### src/sv/mtf_pkg.sv
// Shared types and constants for the move-to-front list.
// No dependencies; imported by mtf_cell, mtf_ctrl, move_to_front_list_top, mtf_list_checker and the testbench.
package mtf_pkg;

    localparam int DEPTH_DEF = 64;
    localparam int KEY_W     = 32;
    localparam int POS_W     = 6;

    typedef enum logic {
        OP_APPEND = 1'b0,
        OP_LOOKUP = 1'b1
    } t_opcode;

    typedef enum logic [2:0] {
        S_IDLE,
        S_COMPARE,
        S_SCAN,
        S_SHIFT,
        S_RESULT
    } t_state;

    typedef struct packed {
        logic append;
        logic compare;
        logic scan;
        logic shift;
    } t_cell_ctl;

endpackage

### src/sv/mtf_cell.sv
// One list cell: holds an entry and its match flag, talks to its neighbours.
// Depends on mtf_pkg.
module mtf_cell #(
    parameter int IDX   = 0,
    parameter int DEPTH = mtf_pkg::DEPTH_DEF,
    parameter int IDX_W = $clog2(DEPTH),
    parameter int CNT_W = $clog2(DEPTH + 1)
) (
    input  logic                              i_clk,
    input  logic                              i_rst_n,
    input  mtf_pkg::t_cell_ctl                i_ctl,
    input  logic [CNT_W-1:0]                  i_count,
    input  logic [IDX_W-1:0]                  i_pos,
    input  logic signed [mtf_pkg::KEY_W-1:0]  i_key,
    input  logic signed [mtf_pkg::KEY_W-1:0]  i_wdata,
    input  logic signed [mtf_pkg::KEY_W-1:0]  i_prev_value,
    input  logic                              i_next_match,
    output logic signed [mtf_pkg::KEY_W-1:0]  o_value,
    output logic                              o_match
);
    import mtf_pkg::*;

    logic signed [KEY_W-1:0] r_value;
    logic                    r_match;
    logic                    in_range;
    logic                    shift_en;
    logic                    write_en;

    assign in_range = CNT_W'(IDX) < i_count;
    assign shift_en = IDX_W'(IDX) <= i_pos;
    assign write_en = i_ctl.append && (CNT_W'(IDX) == i_count);

    always_ff @(posedge i_clk) begin
        if (write_en) begin
            r_value <= i_wdata;
        end else if (i_ctl.shift && shift_en) begin
            r_value <= i_prev_value;
        end
    end

    always_ff @(posedge i_clk) begin
        if (!i_rst_n) begin
            r_match <= 1'b0;
        end else if (i_ctl.compare) begin
            r_match <= in_range && (r_value == i_key);
        end else if (i_ctl.scan) begin
            r_match <= i_next_match;
        end
    end

    assign o_value = r_value;
    assign o_match = r_match;

endmodule

### src/sv/mtf_ctrl.sv
// Sequencer for the cell chain: handshakes, entry count, scan index, result register.
// Depends on mtf_pkg.
module mtf_ctrl #(
    parameter int DEPTH = mtf_pkg::DEPTH_DEF,
    parameter int IDX_W = $clog2(DEPTH),
    parameter int CNT_W = $clog2(DEPTH + 1)
) (
    input  logic                              i_clk,
    input  logic                              i_rst_n,
    input  logic                              i_in_valid,
    output logic                              o_in_ready,
    input  mtf_pkg::t_opcode                  i_opcode,
    input  logic signed [mtf_pkg::KEY_W-1:0]  i_key_value,
    output logic                              o_out_valid,
    input  logic                              i_out_ready,
    output logic                              o_found,
    output logic [mtf_pkg::POS_W-1:0]         o_position,
    input  logic                              i_head_match,
    output mtf_pkg::t_cell_ctl                o_ctl,
    output logic [CNT_W-1:0]                  o_count,
    output logic [IDX_W-1:0]                  o_scan_idx,
    output logic signed [mtf_pkg::KEY_W-1:0]  o_key
);
    import mtf_pkg::*;

    t_state                  r_state;
    t_state                  n_state;
    logic [CNT_W-1:0]        r_count;
    logic [IDX_W-1:0]        r_scan_idx;
    logic signed [KEY_W-1:0] r_key;
    logic                    r_found;
    logic                    r_out_valid;
    logic                    r_out_found;
    logic [POS_W-1:0]        r_out_pos;

    logic in_acc;
    logic not_full;
    logic scan_last;
    logic out_free;

    assign not_full  = r_count < CNT_W'(DEPTH);
    assign scan_last = (CNT_W'(r_scan_idx) + CNT_W'(1)) >= r_count;
    assign out_free  = !r_out_valid || i_out_ready;
    assign in_acc    = i_in_valid && o_in_ready;

    always_comb begin
        n_state = r_state;
        unique case (r_state)
            S_IDLE: begin
                if (in_acc && (i_opcode == OP_LOOKUP)) begin
                    n_state = S_COMPARE;
                end
            end
            S_COMPARE: begin
                n_state = S_SCAN;
            end
            S_SCAN: begin
                if (i_head_match) begin
                    n_state = S_SHIFT;
                end else if (scan_last) begin
                    n_state = S_RESULT;
                end
            end
            S_SHIFT: begin
                n_state = S_RESULT;
            end
            S_RESULT: begin
                if (out_free) begin
                    n_state = S_IDLE;
                end
            end
            default: begin
                n_state = S_IDLE;
            end
        endcase
    end

    always_comb begin
        o_in_ready     = (r_state == S_IDLE);
        o_ctl.append   = i_in_valid && (r_state == S_IDLE) && (i_opcode == OP_APPEND)
                         && not_full;
        o_ctl.compare  = (r_state == S_COMPARE);
        o_ctl.scan     = (r_state == S_SCAN) && !i_head_match && !scan_last;
        o_ctl.shift    = (r_state == S_SHIFT);
    end

    always_ff @(posedge i_clk) begin
        if (!i_rst_n) begin
            r_state     <= S_IDLE;
            r_count     <= '0;
            r_out_valid <= 1'b0;
        end else begin
            r_state <= n_state;
            if (o_ctl.append) begin
                r_count <= r_count + CNT_W'(1);
            end
            if ((r_state == S_RESULT) && out_free) begin
                r_out_valid <= 1'b1;
            end else if (i_out_ready) begin
                r_out_valid <= 1'b0;
            end
        end
    end

    always_ff @(posedge i_clk) begin
        if (in_acc) begin
            r_key <= i_key_value;
        end
        if (r_state == S_COMPARE) begin
            r_scan_idx <= '0;
        end else if (o_ctl.scan) begin
            r_scan_idx <= r_scan_idx + IDX_W'(1);
        end
        if (r_state == S_SCAN) begin
            r_found <= i_head_match;
        end
        if ((r_state == S_RESULT) && out_free) begin
            r_out_found <= r_found;
            r_out_pos   <= r_found ? POS_W'(r_scan_idx) : '0;
        end
    end

    assign o_out_valid = r_out_valid;
    assign o_found     = r_out_found;
    assign o_position  = r_out_pos;
    assign o_count     = r_count;
    assign o_scan_idx  = r_scan_idx;
    assign o_key       = r_key;

endmodule

### src/sv/move_to_front_list_top.sv
// Append: one per cycle while idle, no result. Lookup: the key is compared in every cell
// at once, then the match flags march one cell a cycle towards the head; a hit at position p
// moves that entry to the front and reports p, a miss ends the scan at the last entry.
// The next transaction is taken once the result sits in the output register.
// Reset clears the entry count and the control state; entries stay undefined until written.
module move_to_front_list_top #(
    parameter int DEPTH = mtf_pkg::DEPTH_DEF
) (
    input  logic                              i_clk,
    input  logic                              i_rst_n,
    input  logic                              i_in_valid,
    output logic                              o_in_ready,
    input  mtf_pkg::t_opcode                  i_opcode,
    input  logic signed [mtf_pkg::KEY_W-1:0]  i_key_value,
    output logic                              o_out_valid,
    input  logic                              i_out_ready,
    output logic                              o_found,
    output logic [mtf_pkg::POS_W-1:0]         o_position
);
    import mtf_pkg::*;

    localparam int IDX_W = $clog2(DEPTH);
    localparam int CNT_W = $clog2(DEPTH + 1);

    t_cell_ctl               ctl;
    logic [CNT_W-1:0]        count;
    logic [IDX_W-1:0]        scan_idx;
    logic signed [KEY_W-1:0] key;
    logic signed [KEY_W-1:0] cell_value [DEPTH];
    logic                    cell_match [DEPTH];

    mtf_ctrl #(
        .DEPTH (DEPTH),
        .IDX_W (IDX_W),
        .CNT_W (CNT_W)
    ) u_ctrl (
        .i_clk        (i_clk),
        .i_rst_n      (i_rst_n),
        .i_in_valid   (i_in_valid),
        .o_in_ready   (o_in_ready),
        .i_opcode     (i_opcode),
        .i_key_value  (i_key_value),
        .o_out_valid  (o_out_valid),
        .i_out_ready  (i_out_ready),
        .o_found      (o_found),
        .o_position   (o_position),
        .i_head_match (cell_match[0]),
        .o_ctl        (ctl),
        .o_count      (count),
        .o_scan_idx   (scan_idx),
        .o_key        (key)
    );

    for (genvar g = 0; g < DEPTH; g++) begin : g_cell
        logic signed [KEY_W-1:0] prev_value;
        logic                    next_match;

        if (g == 0) begin : g_head
            assign prev_value = key;
        end else begin : g_body
            assign prev_value = cell_value[g-1];
        end

        if (g == DEPTH - 1) begin : g_tail
            assign next_match = 1'b0;
        end else begin : g_inner
            assign next_match = cell_match[g+1];
        end

        mtf_cell #(
            .IDX   (g),
            .DEPTH (DEPTH),
            .IDX_W (IDX_W),
            .CNT_W (CNT_W)
        ) u_cell (
            .i_clk        (i_clk),
            .i_rst_n      (i_rst_n),
            .i_ctl        (ctl),
            .i_count      (count),
            .i_pos        (scan_idx),
            .i_key        (key),
            .i_wdata      (i_key_value),
            .i_prev_value (prev_value),
            .i_next_match (next_match),
            .o_value      (cell_value[g]),
            .o_match      (cell_match[g])
        );
    end

`ifndef ASSERT_OFF
    a_count_bound: assert property (@(posedge i_clk) disable iff (!i_rst_n)
        count <= CNT_W'(DEPTH))
        else $error("entry count beyond depth");

    a_append_grows: assert property (@(posedge i_clk) disable iff (!i_rst_n)
        (i_in_valid && o_in_ready && (i_opcode == OP_APPEND) && (count < CNT_W'(DEPTH)))
        |=> (count == $past(count) + CNT_W'(1)))
        else $error("append did not grow the list");

    a_lookup_keeps_count: assert property (@(posedge i_clk) disable iff (!i_rst_n)
        (i_in_valid && o_in_ready && (i_opcode == OP_LOOKUP)) |=> $stable(count))
        else $error("lookup changed the entry count");

    a_shift_after_hit: assert property (@(posedge i_clk) disable iff (!i_rst_n)
        ctl.shift |-> $past(cell_match[0]))
        else $error("move to front without a hit at the head");
`endif

endmodule

### config.mk
export PLATFORM = sky130hd
export DESIGN_NAME = move_to_front_list_top
export DESIGN_NICKNAME = d
export VERILOG_FILES = /design/src/sv/mtf_pkg.sv /design/src/sv/mtf_cell.sv /design/src/sv/mtf_ctrl.sv /design/src/sv/move_to_front_list_top.sv
export SDC_FILE = /design/constraint.sdc
export NUM_CORES = 2
export LEC_CHECK = 0
export BUFFER_PORTS_ARGS = -buffer_cell sky130_fd_sc_hd__buf_4
export CORE_MARGIN = 2
export CORE_UTILIZATION = 40
export CTS_BUF_LIST = sky130_fd_sc_hd__clkbuf_16
export CTS_CLUSTER_SIZE = 8
export DETAILED_ROUTE_END_ITERATION = 10
export PLACE_DENSITY_LB_ADDON = 0.25
export RECOVER_POWER = 50
export SLEW_MARGIN = 15
export SYNTH_ARGS = -nofsm -noshare
export SYNTH_HDL_FRONTEND = slang
export SYNTH_SLANG_ARGS = --single-unit
### constraint.sdc
create_clock -name i_clk -period 5.1 [get_ports i_clk]
set_input_delay 0.765 -clock i_clk [delete_from_list [all_inputs] [get_ports i_clk]]
set_output_delay 0.765 -clock i_clk [all_outputs]
set_load 0.01 [all_outputs]
==> reports/qor.tcl <==
set qor(run_status) {finished, violations left}
set qor(violations) {max-capacitance violations, max-slew violations}
set qor(net_switching_power_mw) 11.6
set qor(floorplan.die.height_um) 542
set qor(final.setup.worst_slack_ps) 284
set qor(netlist_top_cells_area) {edfxtp_1 (54%), mux2_2 (19%), xnor2_1 (13%), nand4_1 (2.5%), xor2_1 (2.1%)}
set qor(avgRoutedWirePerCell_um) 36.0
set qor(report.final.slew_viol_count) 2337
set qor(postCtsResizedCells) 0
set qor(timing.clock.skew_ps) 49.6
set qor(netlist.area_leader.share_pct) 54.1
set qor(place_ws_ps) 1070
set qor(clock-sinks) 2169
set qor(power.ir.vdd_worst_mv) 0.235
set qor(synth_cell_types) 59
set qor(clk_latency_ps) 930
set qor(dr.pass1.iters) 6
set qor(cts_buffer_depth) 4
set qor(share_clk_of_total_power_pct) 44.5
set qor(design.portCount) 46
set qor(yosys.area.top_type) {edfxtp_1}
set qor(hp-class) {primary input to flip-flop}
set qor(synth-seq-area-share_pct) 55.5
set qor(synth_seq_cells) 2169
set qor(vias) 74506
set qor(grt_setup_unrepaired) {false}
set qor(buffer_ports.inserted) 45
set qor(totalNegativeSetupSlack_ps) 0
set qor(critical_path_peak_fanout) 37
set qor(synth_area_per_cell_um2) 14.0
set qor(period_utilization_pct) 94.4
set qor(tightest_slew_ps) 5010
set qor(initial_core_util_pct) 40.2
set qor(dpl.hpwl_um) 277000
set qor(power.share.combinational_pct) 10.4
set qor(final_core_utilization_pct) 45.0
set qor(postCtsSetupRepairBufs) 0
set qor(area_overhead_of_the_layout_relative_to_synthesis_pct) 11.9
set qor(setup_viol) 0
set qor(power.switching_fraction_pct) 26.7
set qor(layout.cells.most_common) {edfxtp_1}
set qor(ctsHoldBuffers) 0
set qor(iteration_0_drc_markers) 9588
set qor(root_buffer) {clkbuf_16}
set qor(synth_nets) 8324
set qor(cap_viol_max_count) 68
set qor(postSynth.topFlopCell) {edfxtp_1}
set qor(drc_errors) 0
set qor(final_count_of_hold_timing_violations) 0
set qor(power.sequential.fraction_pct) 45.1
set qor(mostFrequentLayoutCells) {edfxtp_1 (2088), mux2_2 (1882), xnor2_1 (1770), nand4_1 (470), clkbuf_16 (310)}
set qor(placement_rows) 197
set qor(finish.net_count) 8249
set qor(number_of_flops_mapped_to_enable_cells_by_yosys) 2088
set qor(fp.dieArea_um2) 294000
set qor(slew_headroom_pct) -234
set qor(route.detailed.vias_per_inst) 6.12
set qor(grt_max_degree) 54
set qor(ant_nets) 0
set qor(numCtsBuffers) 310
set qor(cp-start-kind) {primary input}
set qor(final_layout_size_suffix_gt1_share_pct) 30.4
set qor(clk_pin_slew_ps) 50
set qor(timing.fmax_mhz) 208
set qor(finalWirelength_um) 439000
set qor(type_of_destination_of_the_critical_path) {flip-flop}
set qor(first_global_vias) 74429
set qor(worstPathRequired_ps) 5860
set qor(grt_use_total_pct) 29.2
set qor(grt_first_pass_wirelength_um) 605000
set qor(antenna_found_initial) 31
set qor(routabilityCongestion) 0.944
set qor(floorplan.core_area_um2) 288000
set qor(power_density_nw_per_um2) 335
set qor(timing_worst_setup_path_type) {primary input to flip-flop}
set qor(synth-async-reset-ratio_pct) 0
set qor(standby_leakage_power_nw) 41.0
set qor(reg2reg_slack_ps) 520
set qor(cts.htree.levels) 5
set qor(dieWidth_um) 542
set qor(finalCriticalPeriod_ps) 4820
set qor(grt_remaining_overflow) 0
set qor(critical_path_arrival_ps) 5580
set qor(yosys_warnings) 0
set qor(tritoncts) {built}
set qor(synthesis.instances) 8272
set qor(synthesis.area_um2) 116000
set qor(power_report.internal_total_mw) 31.9
## registers in the layout, indices dropped and copies added (netlist names)
name,count
u_ctrl.o_key,32
u_ctrl.o_count,7
u_ctrl.o_scan_idx,6
u_ctrl.o_position,6
g_cell.u_cell.o_match,64
u_ctrl.o_found,1
u_ctrl.r_found,1
g_cell.u_cell.o_value,2048
u_ctrl.r_state,3
u_ctrl.o_out_valid,1
## path summary, 6_finish.rpt
path | start | endpoint | cells after the start
max | i_key_value[5] | g_cell[28].u_cell.o_value[5] | 3
min | i_rst_n | u_ctrl.r_state[1] | 3
max reg2reg | u_ctrl.o_count[1] | g_cell[9].u_cell.o_value[10] | 6
min reg2reg | g_cell[63].u_cell.o_match | g_cell[63].u_cell.o_match | 2
## metrics by stage
step / instance area [um2] / power [mW] / hold WS [ps] / cells
finish: 130000 / 43.4 / 165 / 12184
global route: 130000 / 44.3 / 149 / 12171
CTS: 130000 / 43.4 / 119 / 12162
detailed placement: 121000 / 24.3 / 474 / 11666
global placement: 121000 / 24.3 / 474 / 11663
floorplan: 116000 / 22.4 / 438 / 8272
## metal layers
metal	routed length [um]	GRT usage [%]
met1	174000	38.8
met2	199000	46.1
met3	42100	5.73
met4	22800	12.8
met5	101	0
## kinds of logic after synthesis
group / count (synthesis) / share of synthesized area (%)
adders and majority gates: 15 / 0.162
xor gates and xnor gates: 2052 / 15.5
and+or+nand+nor: 937 / 4.75
AOI/OAI and AO/OA: 287 / 1.62
DFF: 2169 / 55.5
muxes: 2051 / 19.9
buffers and inverters: 761 / 2.54
## cell type report
class | instances | area [um2]
multi-input cells | 5342 | 48900
flip-flops and latches | 2169 | 64300
diodes | 22 | 55.1
clock inverters | 186 | 1160
fillers | 25433 | 158000
well taps | 3781 | 4730
clock buffers | 310 | 7760
inverters | 21 | 78.8
repair buffers | 353 | 2620
## worst max-delay path, cell delays in order
cell      delay, ps
clkbuf_1       2830
clkbuf_2       1530
mux2_2          360
## power by group through the flow
stage	clock network [mW]	logic, mW	registers [mW]
final	19.3	4.51	19.6
after global routing	20.1	4.58	19.6
after CTS	19.4	4.42	19.6
after detailed placement	0	4.40	19.9
after global placement	0	4.36	20.0
after floorplan	0	2.51	19.9
## Yosys cell counts, drive strengths merged (48+ instances only)
master,count
a2bb2oi,63
buf,198
clkbuf,542
dfxtp,81
edfxtp,2088
mux2,2048
nand2,80
nand3,48
nand4,470
nor4,178
o21ai,120
xnor2,1770
xor2,282
(Power assumes the default switching activity.)
